File: src/srd_pkg.sv
// ---------------------------------------------------------------------------
// srd_pkg - shared types and constants of the sync-framed record deframer
// Payload structs, event and warning codes, phase encoding, config layout.
// ---------------------------------------------------------------------------
`default_nettype none

package srd_pkg;

  // descriptor length limit in words
  localparam int unsigned MaxDescWords = 64;

  // configuration port geometry
  localparam int unsigned CfgIdxW  = 2;
  localparam int unsigned CfgDataW = 32;
  localparam int unsigned DescLenW = 7;

  // configuration register indexes
  typedef enum logic [CfgIdxW-1:0] {
    CFG_SYNC_WORD  = 2'd0,
    CFG_END_WORD   = 2'd1,
    CFG_FILL_WORD  = 2'd2,
    CFG_DESC_WORDS = 2'd3
  } srd_cfg_idx_e;

  // result event codes
  typedef enum logic [1:0] {
    EV_SKIP   = 2'd0,
    EV_HEADER = 2'd1,
    EV_DATA   = 2'd2,
    EV_WARN   = 2'd3
  } srd_event_e;

  // warning codes
  typedef enum logic [1:0] {
    WARN_NONE       = 2'd0,
    WARN_SYNC_EXP   = 2'd1,
    WARN_SYNC_HDR   = 2'd2,
    WARN_EMPTY_REC  = 2'd3
  } srd_warn_e;

  // deframer phase
  typedef enum logic [1:0] {
    PH_HUNT = 2'd0,
    PH_HEAD = 2'd1,
    PH_DESC = 2'd2
  } srd_phase_e;

  // input beat
  typedef struct packed {
    logic [31:0] word;
    logic        net_order;
  } srd_in_t;

  // result beat
  typedef struct packed {
    srd_event_e  event_res;
    srd_warn_e   warn_code;
    logic [15:0] record_id;
    logic [15:0] frame_count;
    logic [31:0] data_word;
    logic [15:0] desc_index;
    logic [5:0]  word_index;
    logic        desc_last;
    logic        record_last;
    logic [31:0] total_descs;
    logic [31:0] total_records;
  } srd_out_t;

  // configuration register set
  typedef struct packed {
    logic [31:0]         sync_word;
    logic [31:0]         end_word;
    logic [31:0]         fill_word;
    logic [DescLenW-1:0] desc_words;
  } srd_cfg_t;

  // descriptor length in force: zero reads as one, clamp at the limit
  function automatic logic [DescLenW-1:0] eff_len(input logic [DescLenW-1:0] n);
    logic [DescLenW-1:0] r;
    r = n;
    if (r == '0) r = DescLenW'(1);
    if (r > DescLenW'(MaxDescWords)) r = DescLenW'(MaxDescWords);
    return r;
  endfunction

  // swap the two bytes of a half word
  function automatic logic [15:0] swap16(input logic [15:0] h);
    return {h[7:0], h[15:8]};
  endfunction

  // saturating increment of a 32-bit total
  function automatic logic [31:0] sat_inc(input logic [31:0] v);
    return (v == '1) ? v : v + 32'd1;
  endfunction

endpackage

`default_nettype wire

File: src/srd_cfg_regs.sv
// ---------------------------------------------------------------------------
// srd_cfg_regs - configuration register file
// Holds sync, end and fill words and the descriptor length.
// ---------------------------------------------------------------------------
`default_nettype none

module srd_cfg_regs import srd_pkg::*; (
  input  wire logic                clk_i,
  input  wire logic                rst_ni,
  input  wire logic                cfg_valid_i,
  output logic                     cfg_ready_o,
  input  wire logic [CfgIdxW-1:0]  cfg_index_i,
  input  wire logic [CfgDataW-1:0] cfg_data_i,
  output srd_cfg_t                 cfg_o
);

  srd_cfg_t cfg_q, cfg_d;

  // writes are always taken
  assign cfg_ready_o = 1'b1;

  // register decode
  always_comb begin
    cfg_d = cfg_q;
    if (cfg_valid_i) begin
      case (srd_cfg_idx_e'(cfg_index_i))
        CFG_SYNC_WORD:  cfg_d.sync_word  = cfg_data_i;
        CFG_END_WORD:   cfg_d.end_word   = cfg_data_i;
        CFG_FILL_WORD:  cfg_d.fill_word  = cfg_data_i;
        CFG_DESC_WORDS: cfg_d.desc_words = cfg_data_i[DescLenW-1:0];
        default:        cfg_d = cfg_q;
      endcase
    end
  end

  always_ff @(posedge clk_i or negedge rst_ni) begin
    if (!rst_ni) begin
      cfg_q.sync_word  <= '0;
      cfg_q.end_word   <= '0;
      cfg_q.fill_word  <= '0;
      cfg_q.desc_words <= DescLenW'(1);
    end else begin
      cfg_q <= cfg_d;
    end
  end

  assign cfg_o = cfg_q;

endmodule

`default_nettype wire

File: src/srd_deframe.sv
// ---------------------------------------------------------------------------
// srd_deframe - deframing state and per-word result logic
// Phase machine, descriptor/word counters, record state and saturating totals.
// ---------------------------------------------------------------------------
`default_nettype none

module srd_deframe import srd_pkg::*; (
  input  wire logic clk_i,
  input  wire logic rst_ni,
  input  wire logic step_i,
  input  srd_in_t   item_i,
  input  srd_cfg_t  cfg_i,
  output srd_out_t  res_o
);

  srd_phase_e  phase_q, phase_d;
  logic [5:0]  word_cnt_q, word_cnt_d;
  logic [15:0] desc_cnt_q, desc_cnt_d;
  logic [15:0] frames_q, frames_d;
  logic [15:0] cur_id_q, cur_id_d;
  logic [31:0] desc_tot_q, desc_tot_d;
  logic [31:0] rec_tot_q, rec_tot_d;

  // shared decode
  logic                is_sync;
  logic                is_quiet;
  logic [15:0]         hdr_lo;
  logic [15:0]         hdr_hi;
  logic [15:0]         desc_cnt_inc;
  logic [DescLenW-1:0] len;
  logic                desc_end;
  logic                rec_end;

  assign is_sync      = (item_i.word == cfg_i.sync_word);
  assign is_quiet     = (item_i.word == cfg_i.end_word) ||
                        (item_i.word == cfg_i.fill_word);
  assign hdr_lo       = item_i.net_order ? swap16(item_i.word[15:0])  : item_i.word[15:0];
  assign hdr_hi       = item_i.net_order ? swap16(item_i.word[31:16]) : item_i.word[31:16];
  assign len          = eff_len(cfg_i.desc_words);
  assign desc_end     = ({1'b0, word_cnt_q} + DescLenW'(1)) >= len;
  assign desc_cnt_inc = desc_cnt_q + 16'd1;
  assign rec_end      = desc_end && (desc_cnt_inc == frames_q);

  // next phase
  always_comb begin
    phase_d = phase_q;
    case (phase_q)
      PH_HEAD: begin
        if (!is_sync) phase_d = (hdr_hi != '0) ? PH_DESC : PH_HUNT;
      end
      PH_DESC: begin
        if (rec_end) phase_d = PH_HUNT;
      end
      default: begin
        phase_d = is_sync ? PH_HEAD : PH_HUNT;
      end
    endcase
  end

  // result and record state
  always_comb begin
    word_cnt_d = word_cnt_q;
    desc_cnt_d = desc_cnt_q;
    frames_d   = frames_q;
    cur_id_d   = cur_id_q;
    desc_tot_d = desc_tot_q;
    rec_tot_d  = rec_tot_q;

    res_o.event_res   = EV_SKIP;
    res_o.warn_code   = WARN_NONE;
    res_o.record_id   = cur_id_q;
    res_o.frame_count = frames_q;
    res_o.data_word   = '0;
    res_o.desc_index  = '0;
    res_o.word_index  = '0;
    res_o.desc_last   = 1'b0;
    res_o.record_last = 1'b0;

    case (phase_q)
      PH_HEAD: begin
        if (is_sync) begin
          res_o.event_res = EV_WARN;
          res_o.warn_code = WARN_SYNC_HDR;
        end else begin
          res_o.record_id   = hdr_lo;
          res_o.frame_count = hdr_hi;
          if (hdr_hi != '0) begin
            cur_id_d        = hdr_lo;
            frames_d        = hdr_hi;
            desc_cnt_d      = '0;
            word_cnt_d      = '0;
            rec_tot_d       = sat_inc(rec_tot_q);
            res_o.event_res = EV_HEADER;
          end else begin
            res_o.event_res = EV_WARN;
            res_o.warn_code = WARN_EMPTY_REC;
          end
        end
      end
      PH_DESC: begin
        res_o.event_res  = EV_DATA;
        res_o.data_word  = item_i.word;
        res_o.desc_index = desc_cnt_q;
        res_o.word_index = word_cnt_q;
        if (desc_end) begin
          res_o.desc_last   = 1'b1;
          res_o.record_last = rec_end;
          word_cnt_d        = '0;
          desc_tot_d        = sat_inc(desc_tot_q);
          desc_cnt_d        = desc_cnt_inc;
        end else begin
          word_cnt_d = word_cnt_q + 6'd1;
        end
      end
      default: begin
        if (!is_sync && !is_quiet) begin
          res_o.event_res = EV_WARN;
          res_o.warn_code = WARN_SYNC_EXP;
        end
      end
    endcase

    res_o.total_descs   = desc_tot_d;
    res_o.total_records = rec_tot_d;
  end

  // state registers, updated once per processed beat
  always_ff @(posedge clk_i or negedge rst_ni) begin
    if (!rst_ni) begin
      phase_q    <= PH_HUNT;
      word_cnt_q <= '0;
      desc_cnt_q <= '0;
      frames_q   <= '0;
      cur_id_q   <= '0;
      desc_tot_q <= '0;
      rec_tot_q  <= '0;
    end else if (step_i) begin
      phase_q    <= phase_d;
      word_cnt_q <= word_cnt_d;
      desc_cnt_q <= desc_cnt_d;
      frames_q   <= frames_d;
      cur_id_q   <= cur_id_d;
      desc_tot_q <= desc_tot_d;
      rec_tot_q  <= rec_tot_d;
    end
  end

endmodule

`default_nettype wire

File: src/sync_framed_record_deframer.sv
// ---------------------------------------------------------------------------
// sync_framed_record_deframer - splits a 32-bit word stream into records
// Hunts for the sync word, decodes the header, passes descriptor words on.
// ---------------------------------------------------------------------------
// Usage
//   in channel  : in_valid_i / in_ready_o, one stream word per beat
//   out channel : out_valid_o / out_ready_i, exactly one result beat per
//                 input beat, in order
//   cfg channel : cfg_valid_i / cfg_ready_o, index and data; always ready,
//                 write only while the block is idle
// Pipeline: a taken beat sits in the input register, is decoded against the
//   record state and moves into the output register once that register is
//   free or draining, where its result is offered.
// Throughput: one beat per cycle while out_ready_i stays high; the combinational
//   decode and state update between the input and output registers sets it.
// Reset: phase back to hunting, counters and totals cleared, config to its
//   reset values, both pipeline registers empty.
// Stall: when the receiver holds out_ready_i low the result is held and the
//   input register keeps its beat, or takes one more beat if it is empty,
//   then in_ready_o drops.
// ---------------------------------------------------------------------------
`default_nettype none

module sync_framed_record_deframer import srd_pkg::*; (
  input  wire logic                clk_i,
  input  wire logic                rst_ni,
  // input stream
  input  wire logic                in_valid_i,
  output logic                     in_ready_o,
  input  srd_in_t                  in_data_i,
  // result stream
  output logic                     out_valid_o,
  input  wire logic                out_ready_i,
  output srd_out_t                 out_data_o,
  // configuration writes
  input  wire logic                cfg_valid_i,
  output logic                     cfg_ready_o,
  input  wire logic [CfgIdxW-1:0]  cfg_index_i,
  input  wire logic [CfgDataW-1:0] cfg_data_i
);

  srd_cfg_t cfg;
  srd_out_t res;

  logic     in_vld_q;
  srd_in_t  in_q;
  logic     out_vld_q;
  srd_out_t out_q;
  logic     step;

  // register file
  srd_cfg_regs u_cfg (
    .clk_i       (clk_i),
    .rst_ni      (rst_ni),
    .cfg_valid_i (cfg_valid_i),
    .cfg_ready_o (cfg_ready_o),
    .cfg_index_i (cfg_index_i),
    .cfg_data_i  (cfg_data_i),
    .cfg_o       (cfg)
  );

  // a buffered beat moves on when the output register is free or draining
  assign step       = in_vld_q && (!out_vld_q || out_ready_i);
  assign in_ready_o = !in_vld_q || step;

  // input register
  always_ff @(posedge clk_i or negedge rst_ni) begin
    if (!rst_ni) begin
      in_vld_q <= 1'b0;
    end else if (in_ready_o) begin
      in_vld_q <= in_valid_i;
    end
  end

  always_ff @(posedge clk_i) begin
    if (in_ready_o && in_valid_i) begin
      in_q <= in_data_i;
    end
  end

  // decode and record state
  srd_deframe u_deframe (
    .clk_i  (clk_i),
    .rst_ni (rst_ni),
    .step_i (step),
    .item_i (in_q),
    .cfg_i  (cfg),
    .res_o  (res)
  );

  // output register
  always_ff @(posedge clk_i or negedge rst_ni) begin
    if (!rst_ni) begin
      out_vld_q <= 1'b0;
    end else if (!out_vld_q || out_ready_i) begin
      out_vld_q <= step;
    end
  end

  always_ff @(posedge clk_i) begin
    if (step) begin
      out_q <= res;
    end
  end

  assign out_valid_o = out_vld_q;
  assign out_data_o  = out_q;

endmodule

`default_nettype wire

File: config.mk
export PLATFORM = sky130hd
export DESIGN_NAME = sync_framed_record_deframer
export DESIGN_NICKNAME = d
export VERILOG_FILES = /design/src/srd_pkg.sv /design/src/srd_cfg_regs.sv /design/src/srd_deframe.sv /design/src/sync_framed_record_deframer.sv
export SDC_FILE = /design/constraint.sdc
export NUM_CORES = 1
export LEC_CHECK = 0
export ABC_CLOCK_PERIOD_IN_PS = 7300
export BUFFER_PORTS_ARGS = -buffer_cell sky130_fd_sc_hd__buf_4
export CAP_MARGIN = 10
export CORE_ASPECT_RATIO = 1.5
export CORE_UTILIZATION = 30
export CTS_CLUSTER_DIAMETER = 200
export CTS_CLUSTER_SIZE = 24
export DETAILED_ROUTE_END_ITERATION = 8
export SETUP_SLACK_MARGIN = 0.2
export SYNTH_ARGS = -nofsm -noshare
export SYNTH_HDL_FRONTEND = slang
export SYNTH_SLANG_ARGS = --single-unit
File: constraint.sdc
create_clock -name clk_i -period 7.3 [get_ports clk_i]
set_clock_uncertainty 0.05 [all_clocks]
set_input_delay 1.095 -clock clk_i [delete_from_list [all_inputs] [get_ports clk_i]]
set_output_delay 1.095 -clock clk_i [all_outputs]
set_load 0.01 [all_outputs]
# After elaboration in Yosys (flattened, before gate mapping)
# Index checks and enable logic that the tools add are counted.
[totals]
ff_bits = 414
word_cells = 106
output_inout_bits = 159
inputBits = 72
[op_classes]
bitwise = 1
eq_ne = 15
muxes = 33
addsub = 5
n_lt_le_gt_ge = 2
n_reduce_logical = 24
[ops]
columns = ["operator", "n"]
rows = [
  ["$mux W32", 9],
  ["$eq A32 B32 Y1", 3],
  ["$mux W16", 5],
  ["$add A32 B1 Y32 const B", 2],
  ["$eq A32 B32 Y1 const B", 2],
  ["$pmux W16 S2", 1],
  ["$mux W6", 3],
  ["$add A16 B1 Y16 const B", 1],
  ["$eq A16 B16 Y1", 1],
  ["$reduce_bool A16 Y1", 1],
  ["$mux W7", 2],
  ["$mux W2", 6],
  ["$pmux W2 S2", 3],
  ["$pmux W6 S2", 1],
  ["$reduce_and A2 Y1", 5],
  ["$mux W4", 2],
  ["$reduce_and A4 Y1", 2],
  ["$add A6 B1 Y7 const B", 1],
  ["$ge A7 B7 Y1", 1],
  ["$gt A7 B7 Y1 const B", 1],
  ["$logic_not A7 Y1", 1],
  ["$add A6 B1 Y6 const B", 1],
  ["$eq A2 B2 Y1 const B", 3],
  ["$ne A2 B1 Y1 const B", 3],
  ["11 further kinds", 20],
]

# Depth between registers and ports, before layout
# Gate-level depths: netlist (run 1).
[logic_depth]
ltp_word = 8
ltp_mapped = 12
ltp_nobuf = 12

# Modules after synthesis
# From an unflattened synthesis (run 1), not the netlist that was laid out.
[hier_totals]
cells_unflattened = 1591
hier_area_um2 = 19451.2
[by_module_without_submodules]
columns = ["mod", "instances", "area_per_inst_um2", "seq_area_each_um2", "cells_each"]
rows = [
  ["srd_deframe", 1, 9774.4, 3002.9, 1173],
  ["sync_framed_record_deframer", 1, 5779.3, 5725.5, 197],
  ["srd_cfg_regs", 1, 3897.5, 2578.7, 221],
]

# Worst setup path before layout (run 1)
# Ideal clock, no wire load.
[synth_timing]
path_type = "in2reg"
from = "input out_ready_i"
to = "register u_deframe.rec_tot_q[11]"
arrival_ps = 6785
setup_ps = 139
stages = 7
setup_slack_ps = 327
required_time_ps = 7111
cell_sequence = "nand2b_1 nand2_1 inv_1 clkbuf_1 buf_1 nand3_1 xnor2_1"
[synth_via]
elab_chain_cells = 2
[synth_lines]
columns = ["item", "line", "source"]
rows = [
  ["from (decl)", "sync_framed_record_deframer.sv:33", "input wire logic out_ready_i,"],
  ["$logic_or A1 B1 Y1", "sync_framed_record_deframer.sv:63", "assign step = in_vld_q && (!out_vld_q || out_ready_i);"],
  ["$logic_and A1 B1 Y1", "sync_framed_record_deframer.sv:63", ""],
  ["via step", "sync_framed_record_deframer.sv:49", "logic step;"],
  ["to (signal assigned)", "srd_deframe.sv:144", "rec_tot_q <= rec_tot_d;"],
  ["to (decl)", "srd_deframe.sv:22", "logic [31:0] rec_tot_q, rec_tot_d;"],
]
# The timed path passes the listed nets, and every way through them passes these cells.
# A chain may end at the register's enable or synchronous reset.

==> results of run 1 <==
==> cell type report <==
type,instances,area [um2],share of cell area (%)
Clock inverter,2,28.78,0.1297
Multi-Input combinational cell,1032,7360,33.18
Clock buffer,36,581.8,2.623
Tap cell,805,1007,4.541
Sequential cell,414,11310,50.98
Timing Repair Buffer,243,1842,8.304
Inverter,13,53.80,0.2426
==> how the worst max path moves through the flow <==
stage          cells after the start  slack [ns]        start                 endpoint
4_1_cts                            8        3.41      in_q[9]           out_data_o[27]
2_1_floorplan                      7        0.33  out_ready_i  u_deframe.rec_tot_q[11]
3_5_place_dp                       8        3.44     in_q[31]           out_data_o[27]
3_3_place_gp                       8        3.58      in_q[9]           out_data_o[27]
6_report                           8        3.36      in_q[1]           out_data_o[27]
5_1_grt                            8        3.12      in_q[9]           out_data_o[27]
==> logic make-up after synthesis <==
family | share of synthesized area (%)
muxes | 8.372
and+or+nand+nor | 13.55
other | 0.01953
buffers and inverters | 2.867
adders and majority gates | 0.8470
AOI/OAI and AO/OA | 4.333
xor gates and xnor gates | 11.13
DFF | 58.88
==> registers in the layout, indices dropped and copies added (netlist names), 16 cells and up <==
register	count
out_data_o	156
u_cfg.cfg_o	103
in_q	33
u_deframe.desc_tot_q	32
u_deframe.rec_tot_q	32
u_deframe.cur_id_q	16
u_deframe.desc_cnt_q	16
u_deframe.frames_q	16
==> cells in the mapped netlist, drive strengths merged, types with 5 or more instances <==
cell type	number	area, um2
dfrtp	224	5605
edfxtp	189	5675
xnor2	147	1287
nand2	112	420.4
mux2	106	1197
xor2	97	849.6
nor2	77	289.0
and2	64	400.4
clkbuf	59	224.0
nand3	55	275.3
buf	54	277.8
nand4	53	359.1
a21oi	45	225.2
mux2i	41	410.4
o21ai	41	205.2
nor3	38	195.2
nor4	35	219.0
and3	18	117.6
ha	13	162.7
inv	13	48.80
and4	10	90.09
nand2b	8	50.05
nor2b	7	43.79
nor3b	5	37.54
==> through the flow <==
step / std cells / util, % / hold slack (ns) / total power, uW / area, um2
2_1_floorplan: 1572 / - / 0.4072 / 3663 / 19200
3_3_place_gp: 2506 / 34.05 / 0.4260 / 4124 / 21560
3_5_place_dp: 2506 / 34.05 / 0.4441 / 4150 / 21560
4_1_cts: 2544 / 35.01 / 0.4672 / 5494 / 22180
5_1_grt: 2545 / 35.02 / 0.4851 / 5675 / 22180
6_report: 2545 / 35.02 / 0.4609 / 5408 / 22180
==> where the power goes <==
group / leakage, uW / internal [uW] / switching (uW) / total (uW)
logic: 0.00408 / 481 / 535 / 1020
registers: 0.00471 / 2800 / 260 / 3060
clock network: 0.000291 / 559 / 773 / 1330
total: 0.00908 / 3840 / 1570 / 5410
==> routing by layer <==
layer	wire length [um]	global-route usage [%]
met1	20840	18.73
met2	29780	32.00
met3	2139	2.278
met4	1608	5.264
met5	0	0
==> impl_summary.log, run 1 <==
INFO  metric postRouteWirelength = 54.37 mm
INFO  metric detail_route.iter0.violations = 570
INFO  metric yosysWarningCount = 0
INFO  metric postSynth.topFlopCell = dfrtp_1
INFO  metric synthDistinctLibCells = 64
INFO  metric antenna_violating_nets_post_route = 0
INFO  metric synthToLayoutAreaGrowth = 15.50%
INFO  metric min_delay_worst_endpoint = out_valid_o
INFO  metric drcViolationCount = 0
INFO  metric cts-root-to-sink-buffers = 3
INFO  metric setup_viol = 0
INFO  metric ys_seq_area_share = 58.88%
INFO  metric timing.rr.end = out_data_o[27]
INFO  metric num_antenna_cells = 0
INFO  metric initial_core_util = 30.32%
INFO  metric clk_pin_slew_worst_paths = 0.10 ns
INFO  metric final_hold_viol_count = 0
INFO  metric timing.hold.worst.class = flop to flop
INFO  metric r2r.worst_path.cells = 8
INFO  metric final_period_minus_worst_setup_slack = 3.944 ns
INFO  metric post_synth_inst_count = 1572
INFO  metric vertical_die_dimension = 311.9 um
INFO  metric route.detailed.wl_per_inst = 21.36 um
INFO  metric grt_antenna_before_repair = 1
INFO  metric rr_startpoint = in_q[1]
INFO  metric layout_commonest_cell = buf_4
INFO  metric routability_driven_placement_congestion_ratio = 0.8929
INFO  metric worst_path_largest_cell_delay = 0.91 ns
INFO  metric post-route-period-util = 54.03%
INFO  metric setup.worst_path.start_class = flop
INFO  metric ir_drop = 0.1600 mV
INFO  metric relSlewSlack = 23.13%
INFO  metric cts-resized-gates = 0
INFO  metric postSynthRegisterBits = 414
INFO  metric post_route_cells_drive_above_1_share = 22.64%
INFO  metric design.final.nets = 1810
INFO  metric worst-setup-path-type = flop to flop
INFO  metric clk-insertion-delay-late = 0.58 ns
INFO  metric hold_depth = 1
INFO  metric syn_area_per_cell = 12.22 um2
INFO  metric worst_slack = 3.356 ns
INFO  metric tritoncts_clock_tree = yes
INFO  metric slew_violations = 0
INFO  metric cts.hold.buffers_added = 0
INFO  metric timing.max_cap.violations = 0
INFO  metric setup.reg_to_reg.worst_slack = 3.36 ns
INFO  metric power_leakage = 0.009085 uW
INFO  metric htreeDepth = 1
INFO  metric gate_family_responsible_for_the_most_delay_along_the_worst_path = simple AND/OR/NAND/NOR gates
INFO  metric path_cells = xnor2_1, nand4_1, nor4_1, a21bo_2, buf_4, nand3b_1, nor3_1, xor2_1
INFO  metric route.vias.total = 12405
INFO  metric synth.cell_area = 19200 um2
INFO  metric grt_pass1_wl = 81.81 mm
INFO  metric post_syn_nets = 1657
INFO  metric floorplan.rows = 113
INFO  metric grt_use_total = 16.67%
INFO  metric worst-slew-pin-transition = 1.150 ns
INFO  metric cts.sinks = 414
INFO  metric grt_start_max_net_pins = 104
INFO  metric hold_start = in_vld_q
INFO  metric crit_required = 7.54 ns
INFO  metric number_of_global_route_vias_before_repair = 12749
INFO  metric die_outline_area = 65050 um2
INFO  metric fill_cells = 6252
INFO  metric global_route.overflow_total = 0
INFO  metric timing.critical_path.slowest_stage_cell = nand3b_1
INFO  metric firstDrtPassIters = 5
INFO  metric most-common-layout-cells = buf_4, dfrtp_1, edfxtp_1
INFO  metric total_setup_buffers_inserted_after_cts = 0
INFO  metric tritoncts.num_buffers = 21
INFO  metric worst_setup_slack_after_placement = 3.442 ns
INFO  metric totalNegativeSetupSlack = 0 ns
INFO  metric io_pins = 231
INFO  metric core_region_area = 63340 um2
INFO  metric numPortBuffers = 229
INFO  metric fraction_of_registers_with_async_set_reset = 54.35%
INFO  metric edff_count_synth = 189
INFO  metric status = complete, no violations
INFO  metric fmaxAchievable = 253.5 MHz
INFO  metric rsz0062_at_grt = false
INFO  metric worstSetupEndpointType = flop
INFO  metric worst-path-buf-inv = 1
INFO  metric cp_data_arrival_time = 4.19 ns
INFO  metric dpl.hpwl = 40.86 mm
INFO  metric pwr_cell_area = 243.8 nW/um2
INFO  metric route.detailed.vias_per_inst = 4.874
INFO  metric cts_root_buf = clkbuf_16
INFO  metric fp.dieW = 208.6 um
INFO  metric critPathMaxFanout = 68
Power figures use the tool's default switching activity.
==> inputs of run 2 (changes only) <==
--- a/config.mk
+++ b/config.mk
@@ -5,7 +5,7 @@
 export SDC_FILE = /design/constraint.sdc
 export NUM_CORES = 1
 export LEC_CHECK = 0
-export ABC_CLOCK_PERIOD_IN_PS = 7300
+export ABC_CLOCK_PERIOD_IN_PS = 3570
 export BUFFER_PORTS_ARGS = -buffer_cell sky130_fd_sc_hd__buf_4
 export CAP_MARGIN = 10
 export CORE_ASPECT_RATIO = 1.5
==> constraint.sdc (replaced) <==
create_clock -name clk_i -period 3.57 [get_ports clk_i]
set_clock_uncertainty 0.05 [all_clocks]
set_input_delay 0.5355 -clock clk_i [delete_from_list [all_inputs] [get_ports clk_i]]
set_output_delay 0.5355 -clock clk_i [all_outputs]
set_load 0.01 [all_outputs]
==> impl_summary.log, run 2 (synthesis gave the netlist of run 1 again) <==
INFO  metric crit_required = 3.97 ns (-3.57 ns)
INFO  metric critPathMaxFanout = 16 (-76%)
INFO  metric min_delay_worst_endpoint = in_q[3]
INFO  metric multi_input_comb_area = 7373 um2 (+0.19%)
INFO  metric fmaxAchievable = 315.4 MHz (+24%)
INFO  metric timing.hold.worst.class = input port to flop
INFO  metric io_pins = 231 (unchanged)
INFO  metric grt_pass1_wl = 81.48 mm (-0.40%)
INFO  metric setup_viol = 0 (unchanged)
INFO  metric design.final.nets = 1856 (+2.5%)
INFO  metric worst-slew-pin-transition = 0.9165 ns (-0.2331 ns)
INFO  metric clk-insertion-delay-late = 0.57 ns (about the same)
INFO  metric rsz0062_at_grt = false
INFO  metric worstSetupEndpointType = flop
INFO  metric final_period_minus_worst_setup_slack = 3.171 ns (-0.7732 ns)
INFO  metric die_outline_area = 65050 um2 (unchanged)
INFO  metric post-route-period-util = 88.83% (+35 points)
INFO  metric fp.dieW = 208.6 um (unchanged)
INFO  metric hold_depth = 1 (unchanged)
INFO  metric relSlewSlack = 38.90% (+16 points)
INFO  metric grt_start_max_net_pins = 84 (-19%)
INFO  metric largest_reg_flops = 156 (unchanged)
INFO  metric cp_data_arrival_time = 3.58 ns (-0.61 ns)
INFO  metric htreeDepth = 1 (unchanged)
INFO  metric postLayoutCellArea = 22620 um2 (+2.0%)
INFO  metric timing.max_cap.violations = 0 (unchanged)
INFO  metric hold_start = in_data_i[3]
INFO  metric antenna_violating_nets_post_route = 0 (unchanged)
INFO  metric r2r.worst_path.cells = 10 (+2)
INFO  metric reg_area = 11310 um2 (unchanged)
INFO  metric final_hold_viol_count = 0 (unchanged)
INFO  metric power_leakage = 0.009349 uW (+2.9%)
INFO  metric route.detailed.vias_per_inst = 4.807 (-1.4%)
INFO  metric dpl.hpwl = 40.01 mm (-2.1%)
INFO  metric fill_cells = 6228 (-0.38%)
INFO  metric worst-setup-path-type = flop to flop
INFO  metric worst_setup_slack_after_placement = -0.2058 ns (-3.648 ns)
INFO  metric final_core_util = 35.72% (+0.70 points)
INFO  metric vertical_die_dimension = 311.9 um (unchanged)
INFO  metric drcViolationCount = 0 (unchanged)
INFO  metric status = complete, no violations
INFO  metric cts.sinks = 414 (unchanged)
INFO  metric worst_path_largest_cell_delay = 0.49 ns (-0.42 ns)
INFO  metric post_dp_cell_area = 21980 um2 (+1.9%)
INFO  metric post_route_cells_drive_above_1_share = 24.65% (+2.0 points)
INFO  metric setup.reg_to_reg.worst_slack = 0.40 ns (-2.96 ns)
INFO  metric grt_use_total = 16.49% (-0.18 points)
INFO  metric synthToLayoutAreaGrowth = 17.81%
INFO  metric firstDrtPassIters = 5 (unchanged)
INFO  metric timing.rr.end = u_deframe.desc_cnt_q[5]
INFO  metric cts-root-to-sink-buffers = 3 (unchanged)
INFO  metric numPortBuffers = 229 (unchanged)
INFO  metric cts_root_buf = clkbuf_16
INFO  metric clk_pin_slew_worst_paths = 0.11 ns (about the same)
INFO  metric tritoncts.num_buffers = 21 (unchanged)
INFO  metric routability_driven_placement_congestion_ratio = 0.8867 (-0.69%)
INFO  metric worst-path-buf-inv = 1 (unchanged)
INFO  metric gate_family_responsible_for_the_most_delay_along_the_worst_path = compound AO/OA/AOI/OAI gates
INFO  metric pwr_cell_area = 489.5 nW/um2 (+100%)
INFO  metric ir_drop = 0.4050 mV (+150%)
INFO  metric floorplan.rows = 113 (unchanged)
INFO  metric num_antenna_cells = 0 (unchanged)
INFO  metric layout_commonest_cell = buf_4
INFO  metric grt_antenna_before_repair = 0 (-1)
INFO  metric worst_slack = 0.3989 ns (-2.957 ns)
INFO  metric setup.worst_path.start_class = flop
INFO  metric slew_violations = 0 (unchanged)
INFO  metric number_of_global_route_vias_before_repair = 12962 (+1.7%)
INFO  metric core_region_area = 63340 um2 (unchanged)
INFO  metric initial_core_util = 30.32% (unchanged)
INFO  metric tritoncts_clock_tree = yes
INFO  metric rr_startpoint = u_deframe.word_cnt_q[0]
INFO  metric route.vias.total = 12451 (+0.37%)
INFO  metric timing.critical_path.slowest_stage_cell = dfrtp_1
INFO  metric path_cells = ha_1, nand3_1, xnor2_1, ha_1, nand3_1, o311ai_1, buf_4, o21ai_0, a211o_2, a221o_1
INFO  metric detail_route.iter0.violations = 599 (+5.1%)
INFO  metric route.detailed.wl_per_inst = 20.72 um (-3.0%)
INFO  metric most-common-layout-cells = buf_4, dfrtp_1, edfxtp_1
INFO  metric postRouteWirelength = 53.66 mm (-1.3%)
INFO  metric global_route.overflow_total = 0 (unchanged)
[run 2: how the worst max path moves through the flow]
stage                       startpoint                 endpoint  cells past startpoint  slack (ns)
2_1_floorplan  u_deframe.word_cnt_q[0]           out_data_o[61]                     10        0.63
3_3_place_gp                  in_q[29]  u_deframe.desc_cnt_q[2]                      6       -0.08
3_5_place_dp                  in_q[29]  u_deframe.desc_cnt_q[2]                      6       -0.21
4_1_cts                       in_q[29]  u_deframe.desc_cnt_q[2]                      6        0.19
5_1_grt        u_deframe.desc_cnt_q[0]     u_deframe.phase_q[0]                      8        0.22
6_report       u_deframe.word_cnt_q[0]  u_deframe.desc_cnt_q[5]                     10        0.40
[run 2: layout make-up]
type,instances,area share [%]
clock buffers,36,2.572
clock inverters,1,0.08849
inverters,13,0.2378
multi-input cells,1032,32.59
flip-flops and latches,414,49.98
well taps,805,4.452
repair buffers,289,10.08
[run 2: metal layers]
metal / GRT usage (%) / wire [um]
met4: 3.860 / 1135
met1: 18.52 / 20440
met3: 2.126 / 2109
met2: 32.38 / 29980
met5: 0 / 0
[run 2: what timing repair did]
| item | CTS | global route |
|---|---|---|
| buffers inserted | 0 | 2 |
| gates resized for setup | 2 | 2 |
| pin swaps | 0 | 1 |
| hold buffers | 1 | 0 |
| endpoints found under the setup margin | 48 | 9 |
| endpoints found under the hold margin | 79 | 0 |
[run 2: stage by stage]
stage	TNS [ns]	hold WS [ns]	total power (uW)	instances
final	0	0.09656	11070	2590
after global routing	0	0.06357	11660	2590
after CTS	0	0.06002	11270	2588
after detailed placement	-0.5755	0.4293	8496	2550
after global placement	-0.1037	0.4217	8430	2550
after floorplan	0	0.1899	7467	1572
[run 2: power by group]
group          leakage (uW)  internal, uW  total [uW]  switching [uW]
Sequential          0.00471          5720        6180             463
Clock              0.000286          1140        2740            1600
Combinational       0.00435          1050        2150            1110
==> inputs of run 3 (changes only) <==
--- a/config.mk
+++ b/config.mk
@@ -5,7 +5,7 @@
 export SDC_FILE = /design/constraint.sdc
 export NUM_CORES = 1
 export LEC_CHECK = 0
-export ABC_CLOCK_PERIOD_IN_PS = 3570
+export ABC_CLOCK_PERIOD_IN_PS = 3460
 export BUFFER_PORTS_ARGS = -buffer_cell sky130_fd_sc_hd__buf_4
 export CAP_MARGIN = 10
 export CORE_ASPECT_RATIO = 1.5
@@ -13,6 +13,7 @@
 export CTS_CLUSTER_DIAMETER = 200
 export CTS_CLUSTER_SIZE = 24
 export DETAILED_ROUTE_END_ITERATION = 8
+export PLACE_DENSITY = 0.44
 export SETUP_SLACK_MARGIN = 0.2
 export SYNTH_ARGS = -nofsm -noshare
 export SYNTH_HDL_FRONTEND = slang
==> constraint.sdc (replaced) <==
create_clock -name clk_i -period 3.46 [get_ports clk_i]
set_clock_uncertainty 0.05 [all_clocks]
set_input_delay 0.519 -clock clk_i [delete_from_list [all_inputs] [get_ports clk_i]]
set_output_delay 0.519 -clock clk_i [all_outputs]
set_load 0.01 [all_outputs]
==> impl_summary.log, run 3 (synthesis gave the netlist of run 1 again) <==
INFO  metric grt_antenna_before_repair = 0 (unchanged)
INFO  metric critPathMaxFanout = 7 (-9)
INFO  metric timing.hold.worst.class = input port to flop
INFO  metric cts_root_buf = clkbuf_16
INFO  metric grt_pass1_wl = 84.18 mm (+3.3%)
INFO  metric fill_cells = 6323 (+1.5%)
INFO  metric final_period_minus_worst_setup_slack = 3.055 ns (-0.1162 ns)
INFO  metric tritoncts_clock_tree = yes
INFO  metric drcViolationCount = 0 (unchanged)
INFO  metric power_leakage = 0.009418 uW (+0.74%)
INFO  metric timing.max_cap.violations = 0 (unchanged)
INFO  metric htreeDepth = 1 (unchanged)
INFO  metric most-common-layout-cells = buf_4, dfrtp_1, edfxtp_1
INFO  metric route.detailed.vias_per_inst = 4.788 (-0.40%)
INFO  metric reg_area = 11310 um2 (about the same)
INFO  metric ir_drop = 0.3041 mV (-25%)
INFO  metric detail_route.iter0.violations = 518 (-14%)
INFO  metric slew_violations = 0 (unchanged)
INFO  metric largest_reg_flops = 156 (unchanged)
INFO  metric multi_input_comb_area = 7362 um2 (-0.15%)
INFO  metric global_route.overflow_total = 0 (unchanged)
INFO  metric cts.sinks = 414 (unchanged)
INFO  metric antenna_violating_nets_post_route = 0 (unchanged)
INFO  metric core_region_area = 63340 um2 (unchanged)
INFO  metric worst_setup_slack_after_placement = 0.1307 ns (+0.3365 ns)
INFO  metric synthToLayoutAreaGrowth = 18.39%
INFO  metric route.detailed.wl_per_inst = 21.71 um (+4.8%)
INFO  metric design.final.nets = 1874 (+0.97%)
INFO  metric relSlewSlack = 33.86% (-5.0 points)
INFO  metric clk-insertion-delay-late = 0.57 ns (about the same)
INFO  metric numPortBuffers = 229 (unchanged)
INFO  metric clk_pin_slew_worst_paths = 0.10 ns (about the same)
INFO  metric io_pins = 231 (unchanged)
INFO  metric setup_viol = 0 (unchanged)
INFO  metric worstSetupEndpointType = flop
INFO  metric rsz0062_at_grt = false
INFO  metric post_route_cells_drive_above_1_share = 25.40% (+0.75 points)
INFO  metric num_antenna_cells = 0 (unchanged)
INFO  metric tritoncts.num_buffers = 21 (unchanged)
INFO  metric cp_data_arrival_time = 3.31 ns (-0.27 ns)
INFO  metric cts-root-to-sink-buffers = 3 (unchanged)
INFO  metric grt_start_max_net_pins = 89 (+6.0%)
INFO  metric postRouteWirelength = 56.63 mm (+5.5%)
INFO  metric post-route-period-util = 88.29% (-0.53 points)
INFO  metric total_setup_buffers_inserted_after_cts = 0 (unchanged)
INFO  metric pwr_cell_area = 506.8 nW/um2 (+3.5%)
INFO  metric number_of_global_route_vias_before_repair = 12760 (-1.6%)
INFO  metric crit_required = 3.72 ns (-0.25 ns)
INFO  metric worst_slack = 0.4051 ns (+0.006205 ns)
INFO  metric setup.worst_path.start_class = flop
INFO  metric firstDrtPassIters = 5 (unchanged)
INFO  metric route.vias.total = 12487 (+0.29%)
INFO  metric fmaxAchievable = 327.3 MHz (+3.8%)
INFO  metric routability_driven_placement_congestion_ratio = 0.8408 (-5.2%)
INFO  metric status = complete, no violations
INFO  metric worst-setup-path-type = flop to flop
INFO  metric totalNegativeSetupSlack = 0 ns (unchanged)
INFO  metric floorplan.rows = 113 (unchanged)
INFO  metric layout_commonest_cell = buf_4
INFO  metric fp.dieW = 208.6 um (unchanged)
INFO  metric die_outline_area = 65050 um2 (unchanged)
INFO  metric grt_use_total = 17.31% (+0.82 points)
INFO  metric initial_core_util = 30.32% (unchanged)
INFO  metric dpl.hpwl = 42.26 mm (+5.6%)
INFO  metric final_hold_viol_count = 0 (unchanged)
INFO  metric vertical_die_dimension = 311.9 um (unchanged)
INFO  metric worst-slew-pin-transition = 0.9921 ns (+0.07563 ns)
-- run 3: path summary, 6_finish.rpt --
path                                              start                  endpoint  slack (ns)  depth (start not counted)
min in group asynchronous                        rst_ni  u_deframe.desc_tot_q[12]        0.49                          2
worst min-delay path                       in_data_i[3]                   in_q[3]        0.07                          1
worst min register to register  u_deframe.desc_tot_q[8]   u_deframe.desc_tot_q[8]        0.46                          1
max in group asynchronous                        rst_ni            u_cfg.cfg_o[0]        1.98                          3
worst max register to register           u_cfg.cfg_o[1]            out_data_o[39]        0.41                         14
worst max-delay path                     u_cfg.cfg_o[1]            out_data_o[39]        0.41                         14
-- run 3: area by class of cell --
cell class	instances	area share, %
Timing Repair Buffer	307	10.57
Multi-Input combinational cell	1032	32.38
Sequential cell	414	49.74
Tap cell	805	4.430
Clock buffer	36	2.559
Inverter	13	0.2366
Clock inverter	1	0.08805
-- run 3: per-layer routing --
metal / share of wire [%] / global-route usage, % / up-vias
li1: - / - / 5951
met2: 53 / 32.11 / 287
met3: 3.7 / 2.096 / 65
met1: 40 / 20.08 / 6184
met5: 0 / 0 / -
met4: 3.9 / 6.735 / 0
-- run 3: timing repair --
item | in CTS | in global routing
gates cloned | 0 | 0
pin swaps | 0 | 0
hold endpoints to repair | 82 | 0
hold buffers | 1 | 0
setup endpoints to repair | 5 | 22
gates resized for setup | 1 | 3
-- run 3: stage by stage --
step,power (uW),std cells,util (%),hold WS [ns],area (um2)
final,11520,2608,35.89,0.07491,22740
after global placement,8782,2569,34.91,0.4201,22110
after floorplan,7704,1572,-,0.1734,19210
after CTS,11740,2608,35.89,0.03668,22730
after global routing,12130,2608,35.89,0.05051,22740
after detailed placement,8819,2570,34.92,0.4372,22120
-- run 3: power breakdown --
| group | internal, uW | leakage [uW] | total [uW] | switching, uW |
|---|---|---|---|---|
| sequential | 5900 | 0.00471 | 6400 | 491 |
| combinational | 1090 | 0.00442 | 2260 | 1170 |
| clock | 1180 | 0.000286 | 2860 | 1690 |
-- run 3: worst max-delay path, stage by stage, from the launching register on --
cell       delay [ns]
dfrtp_1          0.42
nor3_1           0.18
a21oi_1          0.09
nor2_1           0.10
ha_1             0.23
nand2b_1         0.14
a2111oi_1        0.40
buf_4            0.20
o31ai_2          0.05
buf_4            0.18
and3_4           0.20
nand2_1          0.20
buf_4            0.19
nor2_1           0.05
xor2_1           0.13
